File: config.mk
export PLATFORM = sky130hd
export DESIGN_NAME = lpr_ctrl
export DESIGN_NICKNAME = d
export VERILOG_FILES = /design/src/rtl/core/lpr_pkg.sv /design/src/rtl/core/lpr_ctrl.sv
export SDC_FILE = /design/constraint.sdc
export NUM_CORES = 1
export LEC_CHECK = 0
export ABC_CLOCK_PERIOD_IN_PS = 1200
export BUFFER_PORTS_ARGS = -buffer_cell sky130_fd_sc_hd__buf_2
export CORE_AREA = 2 2 39 41
export DETAILED_ROUTE_END_ITERATION = 7
export DIE_AREA = 0 0 41 43
export GPL_ROUTABILITY_DRIVEN = 0
export GPL_TIMING_DRIVEN = 0
export PLACE_DENSITY = 0.3
export SLEW_MARGIN = 20
export SYNTH_ARGS = -nofsm -noshare
export SYNTH_HDL_FRONTEND = slang
export SYNTH_SLANG_ARGS = --single-unit
File: constraint.sdc
create_clock -name clk_i -period 1.2 [get_ports clk_i]
set_input_delay 0.06 -clock clk_i [delete_from_list [all_inputs] [get_ports clk_i]]
set_output_delay 0.06 -clock clk_i [all_outputs]
set_load 0.01 [all_outputs]
File: src/rtl/core/lpr_pkg.sv
// ----------------------------------------------------------------------------
// lpr_pkg
// Shared types, field widths and codes of the layered path relaxation unit.
// ----------------------------------------------------------------------------
package lpr_pkg;

  // default sizes of the storage
  localparam int unsigned ZONE_SLOTS_DEF = 16;
  localparam int unsigned MAX_DAYS_DEF   = 512;

  // fixed field widths
  localparam int unsigned CMD_W     = 3;
  localparam int unsigned ZONE_W    = 9;
  localparam int unsigned SLOTF_W   = 4;
  localparam int unsigned EDAY_W    = 10;
  localparam int unsigned COST_W    = 16;
  localparam int unsigned EDGE_ID_W = 16;
  localparam int unsigned RDAY_W    = 9;
  localparam int unsigned DAYO_W    = 10;
  localparam int unsigned DIST_W    = 25;
  localparam int unsigned LIM_W     = 17;

  // run tag kept with each restore entry
  localparam int unsigned TAG_W = 4;

  // configuration port
  localparam int unsigned PADDR_W = 4;
  localparam int unsigned PDATA_W = 32;
  localparam logic [1:0] REG_COST_LIMIT = 2'd0;
  localparam logic [1:0] REG_START_SLOT = 2'd1;
  localparam logic [1:0] REG_START_ZONE = 2'd2;

  typedef enum logic [CMD_W-1:0] {
    CMD_START = 3'd0,
    CMD_OPEN  = 3'd1,
    CMD_RELAX = 3'd2,
    CMD_CLOSE = 3'd3,
    CMD_READ  = 3'd4
  } lpr_cmd_e;

  typedef enum logic [1:0] {
    ST_IDLE,
    ST_EXEC,
    ST_CLEAR
  } lpr_state_e;

  // controller to datapath
  typedef struct packed {
    logic load;
    logic commit;
    logic clr_step;
  } lpr_ctl_t;

  // datapath to controller
  typedef struct packed {
    logic start_wrap;
    logic clr_last;
    logic out_free;
  } lpr_sts_t;

endpackage

File: src/rtl/core/lpr_ctrl.sv
// ----------------------------------------------------------------------------
// lpr_ctrl
// Sequencer: accepts an item, commits it once the result register is free,
// and runs the restore table clearing pass.
// ----------------------------------------------------------------------------
module lpr_ctrl (
  input  logic              clk_i,
  input  logic              rst_ni,
  input  logic              in_valid_i,
  output logic              in_ready_o,
  input  lpr_pkg::lpr_sts_t sts_i,
  output lpr_pkg::lpr_ctl_t ctl_o
);
  import lpr_pkg::*;

  lpr_state_e state_q, state_d;

  always_ff @(posedge clk_i or negedge rst_ni) begin
    if (!rst_ni) begin
      state_q <= ST_CLEAR;
    end else begin
      state_q <= state_d;
    end
  end

  always_comb begin
    state_d      = state_q;
    in_ready_o   = 1'b0;
    ctl_o        = '0;
    case (state_q)
      ST_IDLE: begin
        in_ready_o = 1'b1;
        if (in_valid_i) begin
          ctl_o.load = 1'b1;
          state_d    = ST_EXEC;
        end
      end
      ST_EXEC: begin
        if (sts_i.out_free) begin
          ctl_o.commit = 1'b1;
          state_d      = sts_i.start_wrap ? ST_CLEAR : ST_IDLE;
        end
      end
      ST_CLEAR: begin
        ctl_o.clr_step = 1'b1;
        if (sts_i.clr_last) begin
          state_d = ST_IDLE;
        end
      end
      default: begin
        state_d = ST_IDLE;
      end
    endcase
  end

endmodule

# Word-level counts from Yosys, hierarchy flattened
# Cells that the tools add are included.
[op_classes] eq_ne=5 mux=11 n_reduce_logical=2
[ops] op="2-bit two-way mux" count=4
[ops] op="1-bit two-way mux" count=6
[ops] op="2-bit != test (second input constant)" count=3
[ops] op="2-bit case mux with 3 select lines" count=1
[ops] op="3-bit AND reduction" count=1
[ops] op="2-bit by 1-bit equality test with 1-bit output (second input constant)" count=1
[ops] op="2-bit equality test (second input constant)" count=1
[ops] op="2-bit zero test" count=1
[word_totals] register_bits=2 in_bits=6 word_cells=19

# Longest topological paths before layout
# Gate-level depths: netlist of run 1.
[logic_depth] word_depth=3 ltp_mapped=2

# Worst setup path before layout of run 1
# OpenSTA, ideal clock, no wires.
[synth_timing] path_kind="reg2out" start="register state_q[0]" end="output port ctl_o[2] (netlist bit)" t_arrival_ns=0.809 path_slack_ns=0.331 stages_incl_launch_ff=3 n_path_buf=0 path_cell_list="dfrtp_1 > nor2_1 > and2_1"
[synth_rtl] element="start: declaration" line="lpr_ctrl.sv:16" rtl="lpr_state_e state_q, state_d;"
[synth_rtl] element="start signal: assignment" line="lpr_ctrl.sv:22" rtl="state_q <= state_d;"
[synth_rtl] element="end: declaration" line="lpr_ctrl.sv:12" rtl="output lpr_pkg::lpr_ctl_t ctl_o"

==> summary by stage, run 1 <==
Setup path
The critical path arrival is ~1.1 ns. The worst register-to-register path begins at state_q[1]. The critical path is of the flop to primary output type. The startpoint class of the critical path is a flop.

The worst reg-to-reg path cell count is 2. The endpoint type of the worst setup path is a primary output. The worst path required time is roughly 1.1 ns. The setup slack on the worst flop-to-flop path is 0.35 ns. The maximum fanout along the worst path is 5. The endpoint of the lowest-slack register-to-register path is state_q[1].

Placement
The worst-case setup slack after placement is approximately 0.27 ns. Counting tap cells, the placed design contains a total of 36 instances. Summed over all nets, the half-perimeter wirelength after detailed placement is 265.9 µm. Port buffering added 9 buffers.

Run
The max-cap check violation count is 0.

Worst hold path
The path class of the tightest hold or removal check is input port to flop. Along the worst hold path, the cell count comes to 2. The worst hold path terminates at state_q[0].

The startpoint identified for the worst hold timing path is sts_i[0].

Synth
The synthesized design contains 2 register bits. The synthesized net count is 17. The total number of yosys warnings is 0. Synthesis handed over a netlist of 11 instances. For this run, the register share of the synthesized area comes to 48.24%. The netlist uses 10 different library cells.

A synthesized cell averages 9.668 µm². The mapped cell area is about 110 µm².

Floorplan
Row generation in the floorplan step produced 14 rows. The floorplan step set the die height to between 40 and 50 µm. The die footprint is about 1800 µm². The core box area is approximately 1400 µm². From left edge to right edge, the die measures between 40 and 50 µm. Once the floorplan was initialized, standard cells occupied under 10% of the core. For this design the top-level I/O count stands at 10.

Route
For this run, design rule violations remaining after detail routing come to 0. The first detailed-routing pass took 3 iterations. The length of routed met2 wiring is 95 µm.

The detail route stage leaves a number of antenna-violating nets equal to 0. The post-detailed-routing wire length is around 340 µm. The met1 wire length is 192 µm. Dividing the detail-routed via count by the number of cells gives around 3.2.

The met3 routed wirelength is 53 µm. The routed length per instance is a little over 8 µm. The routed layout has about 130 vias.

For this block, the initial DRC count from the detailed router was 2. After detailed routing, no signal wire sits above met3.

Clock network
In this run the number of H-tree levels came out at 1. After clock tree synthesis, the setup repair step added 0 buffers. For the worst-skew pair, the clock arrives at the later sink with an insertion delay of roughly 0.22 ns. Clock tree synthesis found a total of 2 sinks.

The TritonCTS clock tree is done. The tree is rooted in a sky130_fd_sc_hd__clkbuf_4. The clock edge transition at the registers on the reported setup and hold paths is roughly 0.040 ns. The number of buffers on the longest clock path is 2. The total clock buffers created by CTS is 3.

Cells and area
The fraction of final layout cells sized beyond drive strength 1 is 57.69%. Fill cells in the final layout number around 160. Ranked by flip-flop count, first place goes to state_q.

After the last flow step, the layout net total stands at 33. In the layout the commonest cells are sky130_fd_sc_hd__buf_2, sky130_fd_sc_hd__clkbuf_4, sky130_fd_sc_hd__dlygate4sd3_1. The library cell used most frequently in the layout, excluding fill and tap cells, is sky130_fd_sc_hd__buf_2.

The largest registers in the layout are state_q (2). The area growth from synthesis to layout is 112.9%. Cells fill approximately 16% of the core in the end. The number of antenna repair diodes is 0. The flip-flop count of the largest register, all copies and words added is 2. The number of non-filler instances in the completed layout is 42.

Global route
The via count of the first global-routing pass came to 135. Entering global routing, the biggest net connects 7 pins. The initial antenna violation count is 0. The combined global-route utilization of all metal layers is between 5 and 6%.

The total overflow reported by the global router is 0. The first global-routing pass estimated 579 µm of wire.

STA
Timing would allow up to about 860 MHz. The clock arrives with ~0.005 ns of skew. The number of failing setup endpoints in the final timing report is 0. The share of the clock period used by the worst path is 96.95%.

The final hold violation count is 0. Headroom to the max-slew limit came out at 84.74%. For the pin with the worst max-slew slack, the measured transition is about 0.23 ns. The worst path meets setup with approximately 0.037 ns of slack. The smallest clock period supported by the final layout is computed as 1.163 ns. Setup repair after global routing could not meet its margin everywhere. The count of pins over their slew limit is 0.

Pwr
The peak supply drop is roughly 660 µV. For this design the ratio of total power to cell area is ~1900 nW/µm². Total power for the finished layout comes to roughly 0.43 mW. The leakage power summed over all cells is approximately 0.11 nW.

Status
The run finished with clean final reports.
repair_timing:
action | 4_1_cts | 5_1_grt
hold buffers | 2 | 0
gates resized for setup | 0 | 2
hold endpoints to repair | 3 | 0
endpoints found under the setup margin | 0 | 2
worst max-delay path by stage:
stage | from | endpoint | slack [ns]
after global routing | state_q[1] | ctl_o[1] | -0.009
after CTS | state_q[1] | ctl_o[1] | 0.03
after detailed placement | state_q[1] | ctl_o[1] | 0.27
after floorplan | state_q[0] | ctl_o[2] | 0.33
final | state_q[1] | ctl_o[1] | 0.04
after global placement | state_q[1] | ctl_o[1] | 0.28
cell families after synthesis:
logic type | after synthesis | share of synthesized area [%]
AO/OA/AOI/OAI | 2 | 11.76
buffers and inverters | 1 | 3.526
flip-flops | 2 | 48.24
AND/OR/NAND/NOR | 6 | 36.48
cells in the mapped netlist, drive strengths merged:
master  number  share of area, %
a211oi       1               7.1
and2         1               5.9
and3b        1               9.4
dfrtp        1                24
dfstp        1                25
inv          1               3.5
nand2b       1               5.9
nand4b       1               8.2
nor2         2               7.1
o21ai        1               4.7
power by group:
group | switching [mW] | internal (mW)
Combinational | 0.0625 | 0.0790
Sequential | 0.0277 | 0.0934
Clock | 0.0413 | 0.124
metrics by stage:
stage | instance area (µm²) | hold WS [ns] | setup TNS, ns
after floorplan | 106.4 | -0.2356 | 0
after global placement | 171.4 | -0.1512 | 0
after detailed placement | 171.4 | -0.1502 | 0
after CTS | 217.7 | 0.05681 | 0
after global routing | 226.5 | 0.06261 | -0.008827
final | 226.5 | 0.06359 | 0
worst max-delay path, stage by stage (launching register included):
cell and delay, ns:
sky130_fd_sc_hd__dfstp_2 0.55, sky130_fd_sc_hd__and3b_2 0.22, sky130_fd_sc_hd__buf_6 0.12
layer usage:
metal	vias to the layer above	GRT usage, %
met5	-	0
met4	0	2.000
met3	0	4.712
met2	10	4.688
met1	56	7.742
li1	67	-
cell type report:
cell class                 instances  area [µm²]  area share, %
clock buffer                       4       26.28          11.60
inverter                           1       3.754          1.657
sequential                         2       51.30          22.65
multi-input combinational          8       53.80          23.76
timing repair buffer              11       71.32          31.49
tap                               16       20.02          8.840
Note: power is estimated with default switching activity, not from simulation.
==> inputs of run 2 (changes only) <==
--- a/config.mk
+++ b/config.mk
@@ -5,7 +5,7 @@
 export SDC_FILE = /design/constraint.sdc
 export NUM_CORES = 1
 export LEC_CHECK = 0
-export ABC_CLOCK_PERIOD_IN_PS = 1200
+export ABC_CLOCK_PERIOD_IN_PS = 1400
 export BUFFER_PORTS_ARGS = -buffer_cell sky130_fd_sc_hd__buf_2
 export CORE_AREA = 2 2 39 41
 export DETAILED_ROUTE_END_ITERATION = 7
==> constraint.sdc (replaced) <==
create_clock -name clk_i -period 1.4 [get_ports clk_i]
set_input_delay 0.07 -clock clk_i [delete_from_list [all_inputs] [get_ports clk_i]]
set_output_delay 0.07 -clock clk_i [all_outputs]
set_load 0.01 [all_outputs]
==> run 2 against run 1 <==
Net effect: via count fell by 2.3%; sequential power fell by 17%; clock skew barely moved; design area fell by 3.9%; power is 18% lower; sequential share of layout area grew 0.91 points; largest cell class unchanged; largest power group unchanged.
==> summary by stage, run 2 (synthesis gave the netlist of run 1 again) <==
Status
The flow ran to the end, and the final reports show no timing, DRC or antenna violations.

Setup path
The endpoint type of the worst setup path is a primary output. The worst reg-to-reg path cell count is 2 (unchanged). The largest incremental delay on the critical path is 0.54 ns (about the same). The critical path start-end classification is flop to primary output. The endpoint of the lowest-slack register-to-register path is state_q[1].

The slowest stage cell on the critical path is sky130_fd_sc_hd__dfstp_2. The maximum fanout along the worst path came to 5 (unchanged). The critical path buffer and inverter count was 1 (unchanged). The startpoint class of the critical path is a flop. The family with the most delay on the worst path is flip-flops.

The setup slack on the worst flop-to-flop path is 0.56 ns (+0.21 ns). The worst path required time is 1.33 ns (+0.19 ns). The critical path arrival came to 1.10 ns (about the same). In this run the worst setup path begins at state_q[1].

The signal on the critical path passes through and3b_2, buf_2. The worst register-to-register path begins at state_q[1].

Cells and area
The flip-flop count of the largest register, all copies and words added is 2 (unchanged). The layout filler cell count is 154 (-1.9%). From synthesis to final layout, the design area changed by 104.7%. In the layout the commonest cells are sky130_fd_sc_hd__buf_2, sky130_fd_sc_hd__clkbuf_4, sky130_fd_sc_hd__nor2_1, sky130_fd_sc_hd__dlygate4sd3_1. The most frequent standard cell in the layout excluding fill and tap cells is sky130_fd_sc_hd__buf_2. The fraction of final layout cells sized beyond drive strength 1 is 53.85% (-3.8 points). state_q holds more flip-flops than any other register. The share of the core filled with cells is 15.73% (-0.63 points). The largest registers in the layout are state_q (2). The number of antenna repair diodes is 0 (unchanged). The net count reported at finish is 33 (unchanged).

STA
The worst clock skew on the final layout is 0.005015 ns (+0.00000001000 ns). The count of pins over their slew limit came to 0 (unchanged). The achievable frequency is 851.9 MHz.

The relative max-transition margin is 85.32% (+0.58 points). The number of failing setup endpoints in the final timing report is 0 (unchanged). The final critical-path required period is 1.174 ns. The actual transition at the worst max-transition pin is 0.2189 ns (-0.008688 ns). The aggregate negative setup slack is 0 ns (unchanged).

The share of the clock period used by the worst path is between 80% and 90%. The final hold violation count was 0 (unchanged). Setup repair after global routing left no endpoint under its margin.

Worst hold path
The path type of the worst min-delay path is input port to flop. The number of cells traversed by the worst hold path is 2 (unchanged). For hold timing, the worst endpoint is state_q[0]. In this run the most critical hold path is launched from sts_i[0].

Global route
The total overflow reported by the global router is 0 (unchanged). The wire length of the first global-routing pass came to 579 µm (unchanged). The largest net degree at the start of global routing is 7 (unchanged).

The initial antenna violation count is 0 (unchanged). The combined global-route utilization of all metal layers came to 5.126% (unchanged). The via count of the first global-routing pass is 135 (unchanged).

Route
The post-detailed-routing wire length is 340 µm (-0.29%). The violation count after the first detailed-routing iteration was 3 (+1). The number of vias after detailed routing is 130 (-2.3%).

The number of design rule violations left after detail routing is 0 (unchanged). The first-pass iteration count of the detailed router is 4 (+1). The residual antenna-violating net count after detailed routing is 0 (unchanged). The via density per instance came to 3.095 (-2.3%). The routed length per instance is 8.095 µm (-0.29%).

Floorplan
The die height is 43 µm (unchanged). The die footprint is 1763 µm² (unchanged). The initial core utilization is 7.685% (unchanged). The I/O pin count is 10 (unchanged). The number of core rows came to 14 (unchanged).

The core box area is 1384 µm² (unchanged). The overall die width is 41 µm (unchanged).

Pwr
The total power divided by cell area was 1616 nW/µm² (-14%). The peak supply drop is 509.2 µV (-23%). The fraction of power consumed by the clock network is 40.2% (+1.6 points). The portion of total power attributed to combinational logic was 31.1% (-2.0 points). The leakage power summed over all cells is 0.1114 nW (-1.2%). The post-layout total power was 0.3517 mW (-18%).

The switching part of the total power was 30.84% (+0.10 points). The internal power consumption is 0.2432 mW (-18%). The sequential fraction of design power is 28.6% (+0.3 points). The power dissipated by switching net loads is 0.1085 mW (-17%).

Clock network
The TritonCTS clock tree is done. The number of clock sinks is 2 (unchanged). The total setup buffers inserted after CTS is 0 (unchanged). The number of gates given a new drive strength after cts is 0 (unchanged).

The tree is rooted in a sky130_fd_sc_hd__clkbuf_4. The worst-skew pair later-pin latency is 0.22 ns (about the same). The total clock buffers created by CTS was 3 (unchanged). The number of buffers on the longest clock path was 2 (unchanged).

The post-cts hold buffer count was 2 (unchanged). The maximum level of the CTS H-tree was 1 (unchanged). The clock edge transition at the registers on the reported setup and hold paths is 0.04 ns (about the same).

Run
The max-cap check violation count is 0 (unchanged).

Placement
The HPWL after detailed placement is 265.9 µm (unchanged). The count of port buffers added during placement is 9 (unchanged).
[run 2: cell counts in the layout (fill, tap and decap cells not counted)]
Identical to the previous run, type by type.
[run 2: worst max-delay path by stage]
| stage | to | slack, ns | cells past startpoint |
|---|---|---|---|
| after global placement | ctl_o[1] | 0.47 | 2 |
| final | ctl_o[1] | 0.23 | 2 |
| after CTS | ctl_o[1] | 0.22 | 2 |
| after global routing | ctl_o[2] | 0.17 | 3 |
| after floorplan | ctl_o[2] | 0.52 | 2 |
| after detailed placement | ctl_o[1] | 0.46 | 2 |
[run 2: power by group through the flow]
| stage | combinational (mW) | clock (mW) | sequential [mW] |
|---|---|---|---|
| 2_1_floorplan | 0.0607 | 0 | 0.0969 |
| 3_3_place_gp | 0.102 | 0 | 0.0996 |
| 3_5_place_dp | 0.107 | 0 | 0.101 |
| 4_1_cts | 0.111 | 0.148 | 0.101 |
| 5_1_grt | 0.123 | 0.156 | 0.106 |
| 6_report | 0.110 | 0.141 | 0.101 |
[run 2: per-stage QoR]
stage | worst slack (ns) | area (µm²) | std cells | hold slack (ns)
after floorplan | 0.5206 | 106.4 | 11 | -0.2256
after global placement | 0.4661 | 171.4 | 36 | -0.1412
after detailed placement | 0.4590 | 171.4 | 36 | -0.1402
final | 0.2262 | 217.7 | 42 | 0.07133
after global routing | 0.1703 | 217.7 | 42 | 0.07261
after CTS | 0.2218 | 217.7 | 42 | 0.06681
[run 2: per-layer routing]
layer | GRT usage [%] | share of wire, % | vias up
li1 | - | - | 67
met1 | 7.742 | 57 | 53
met2 | 4.688 | 27 | 10
met3 | 4.712 | 16 | 0
met4 | 2.000 | 0 | 0
met5 | 0 | 0 | -
[run 2: area by class of cell]
| class | count | area (µm²) | share of cell area (%) |
|---|---|---|---|
| multi-input cells | 8 | 51.30 | 23.56 |
| clock buffers | 4 | 26.28 | 12.07 |
| flip-flops and latches | 2 | 51.30 | 23.56 |
| repair buffers | 11 | 65.06 | 29.89 |
| inverters | 1 | 3.754 | 1.724 |
| well taps | 16 | 20.02 | 9.195 |
==> inputs of run 3 (changes only) <==
--- a/config.mk
+++ b/config.mk
@@ -5,7 +5,7 @@
 export SDC_FILE = /design/constraint.sdc
 export NUM_CORES = 1
 export LEC_CHECK = 0
-export ABC_CLOCK_PERIOD_IN_PS = 1400
+export ABC_CLOCK_PERIOD_IN_PS = 1100
 export BUFFER_PORTS_ARGS = -buffer_cell sky130_fd_sc_hd__buf_2
 export CORE_AREA = 2 2 39 41
 export DETAILED_ROUTE_END_ITERATION = 7
==> constraint.sdc (replaced) <==
create_clock -name clk_i -period 1.1 [get_ports clk_i]
set_input_delay 0.055 -clock clk_i [delete_from_list [all_inputs] [get_ports clk_i]]
set_output_delay 0.055 -clock clk_i [all_outputs]
set_load 0.01 [all_outputs]
==> run 3 against run 2 <==
Net effect: global-route usage is the same; the flow now finishes with violations (setup timing); critical endpoint unchanged; sequential share of layout area shrank 0.91 points; critical path depth stayed put; largest cell class unchanged.
==> summary by stage, run 3 (synthesis gave the netlist of run 1 again) <==
Pwr
The peak supply drop is 714.7 µV (+40%). The total power divided by cell area is 2053 nW/µm² (+27%). The leakage power summed over all cells is 0.1133 nW (+1.7%).

Global route
The met1 layer usage reported by global route is 7.742% (unchanged). The routing usage on met2 is 4.688% (unchanged). The via count of the first global-routing pass is 136 (+0.74%). The global routing met3 resource utilization is 4.712% (unchanged). The wire length of the first global-routing pass is 579 µm (unchanged). The most heavily used metal layer in global routing is met1. The initial antenna violation count is 0 (unchanged).

The total overflow reported by the global router was 0 (unchanged). The combined global-route utilization of all metal layers came to 5.126% (unchanged). The largest net degree at the start of global routing is 7 (unchanged).

Clock network
The maximum level of the CTS H-tree is 1 (unchanged). The total clock buffers created by CTS is 3 (unchanged). The number of clock sinks is 2 (unchanged).

The clock edge transition at the registers on the reported setup and hold paths came to 0.04 ns (about the same). The number of buffers on the longest clock path is 2 (unchanged). The worst-skew pair later-pin latency is 0.22 ns (about the same). TritonCTS built the clock tree. The root buffer selected by CTS is sky130_fd_sc_hd__clkbuf_4.

Route
The post-detailed-routing wire length was 343 µm (+0.88%). The via density per instance was 3.190 (+3.1%). The first-pass iteration count of the detailed router was 3 (-1).

The number of vias after detailed routing is 134 (+3.1%). The residual antenna-violating net count after detailed routing is 0 (unchanged). The violation count after the first detailed-routing iteration is 2 (-1).

The number of design rule violations left after detail routing is 0 (unchanged). The routed length per instance is 8.167 µm (+0.88%).

Cells and area
The net count reported at finish was 33 (unchanged). The top cell types in the final layout, fill and taps aside, are sky130_fd_sc_hd__buf_2, sky130_fd_sc_hd__clkbuf_4, sky130_fd_sc_hd__dlygate4sd3_1. The flip-flop count of the largest register, all copies and words added is 2 (unchanged). The share of the core filled with cells is 16.37% (+0.63 points).

The layout filler cell count is 157 (+1.9%). The register bank with the most flops is state_q. In the final layout, the registers with the most flip-flops are state_q (2).

The fraction of final layout cells sized beyond drive strength 1 came to 57.69% (+3.8 points). The relative area change from synthesis to final layout is 112.9%. The number of non-filler instances in the completed layout came to 42 (unchanged).

The most frequent standard cell in the layout excluding fill and tap cells is sky130_fd_sc_hd__buf_2. The number of antenna repair diodes is 0 (unchanged).

Setup path
The setup path with the least slack is of type flop to primary output. The worst reg-to-reg path cell count is 2 (unchanged). The startpoint class of the critical path is a flop.

The launching point of the worst reg2reg path is state_q[1]. The worst path required time is 1.04 ns (-0.29 ns). The critical path arrival is 1.10 ns (about the same). The endpoint of the lowest-slack register-to-register path is state_q[1]. The endpoint type of the worst setup path is a primary output. The maximum fanout along the worst path was 5 (unchanged). The setup slack on the worst flop-to-flop path is 0.25 ns (-0.31 ns).

STA
The count of pins over their slew limit is 0 (unchanged). The final worst slack was -0.05783 ns (-0.2840 ns). Setup repair after global routing could not meet its margin everywhere. The relative max-transition margin was 84.47% (-0.85 points). Derived from the worst setup path, the maximum achievable clock frequency is between 800 and 900 MHz.

Dividing the final minimum period by the clock period gives 105.3%. The actual transition at the worst max-transition pin is 0.2315 ns (+0.01263 ns). The final hold violation count came to 0 (unchanged). The worst clock skew on the final layout is 0.005015 ns (-0.00000001000 ns). The aggregate negative setup slack is -0.09210 ns (-0.09210 ns).

The number of failing setup endpoints in the final timing report came to 2 (+2). The final-layout worst hold slack came to 0.05920 ns (-0.01213 ns). The final critical-path required period is ~1.2 ns.

Floorplan
The die height was 43 µm (unchanged). The overall die width is 41 µm (unchanged). The number of core rows is 14 (unchanged). The I/O pin count came to 10 (unchanged). The initial core utilization is 7.685% (unchanged). The die footprint is 1763 µm² (unchanged).

The core box area came to 1384 µm² (unchanged).

Worst hold path
For hold timing, the worst endpoint is state_q[0]. The number of cells traversed by the worst hold path came to 2 (unchanged). The startpoint identified for the worst hold timing path is sts_i[0].

The path type of the worst min-delay path is input port to flop.

Placement
The cell count after placement is 36 (unchanged). The HPWL after detailed placement is 265.9 µm (unchanged). The count of port buffers added during placement is 9 (unchanged).

Run
The max-cap check violation count came to 0 (unchanged).

Status
The flow ran to the end, but the final reports show violations. The final reports fail on setup timing.
-- run 3: cell counts in the layout (fill, tap and decap cells not counted) --
No cell type changed its count.
-- run 3: worst max-delay path by stage --
stage | start | to | slack, ns | cells past startpoint
after floorplan | state_q[0] | ctl_o[2] | 0.24 | 2
after global placement | state_q[1] | ctl_o[1] | 0.18 | 2
after detailed placement | state_q[1] | ctl_o[1] | 0.17 | 2
after CTS | state_q[1] | ctl_o[2] | -0.06 | 3
after global routing | state_q[1] | ctl_o[1] | -0.10 | 2
final | state_q[1] | ctl_o[1] | -0.06 | 2
-- run 3: what timing repair did --
action                                 in CTS  in global routing
cloned                                      0                  0
endpoints found under the hold margin       3                  0
setup buffers                               0                  0
hold buffers                                2                  0
resized for setup                           1                  1
pin swaps                                   0                  2
setup endpoints to repair                   2                  3
-- run 3: layout make-up --
| class | instances | area (µm²) | share of cell area (%) |
|---|---|---|---|
| sequential | 2 | 51.30 | 22.65 |
| inverter | 1 | 3.754 | 1.657 |
| clock buffer | 4 | 26.28 | 11.60 |
| timing repair buffer | 11 | 71.32 | 31.49 |
| tap | 16 | 20.02 | 8.840 |
| multi-input combinational | 8 | 53.80 | 23.76 |
-- run 3: critical path, stage by stage (launching register included) --
cell                      delay, ns
sky130_fd_sc_hd__dfstp_2       0.55
sky130_fd_sc_hd__and3b_2       0.22
sky130_fd_sc_hd__buf_6         0.12
-- run 3: where the power goes --
part / switching [mW] / internal [mW]
Sequential: 0.0305 / 0.102
Clock: 0.0451 / 0.135
Combinational: 0.0683 / 0.0843
Total: 0.144 / 0.321
-- run 3: metal layers --
layer | vias to the layer above | wire length, µm
li1 | 67 | -
met1 | 57 | 193
met2 | 10 | 96
met3 | 0 | 53
met4 | 0 | 0
met5 | - | 0
-- run 3: through the flow --
stage | power, mW | setup WS [ns] | cell area [µm²]
after CTS | 0.4701 | -0.06278 | 224.0
after detailed placement | 0.2645 | 0.1740 | 171.4
after global placement | 0.2569 | 0.1811 | 171.4
final | 0.4650 | -0.05783 | 226.5
after floorplan | 0.2007 | 0.2356 | 106.4
after global routing | 0.5072 | -0.1026 | 226.5
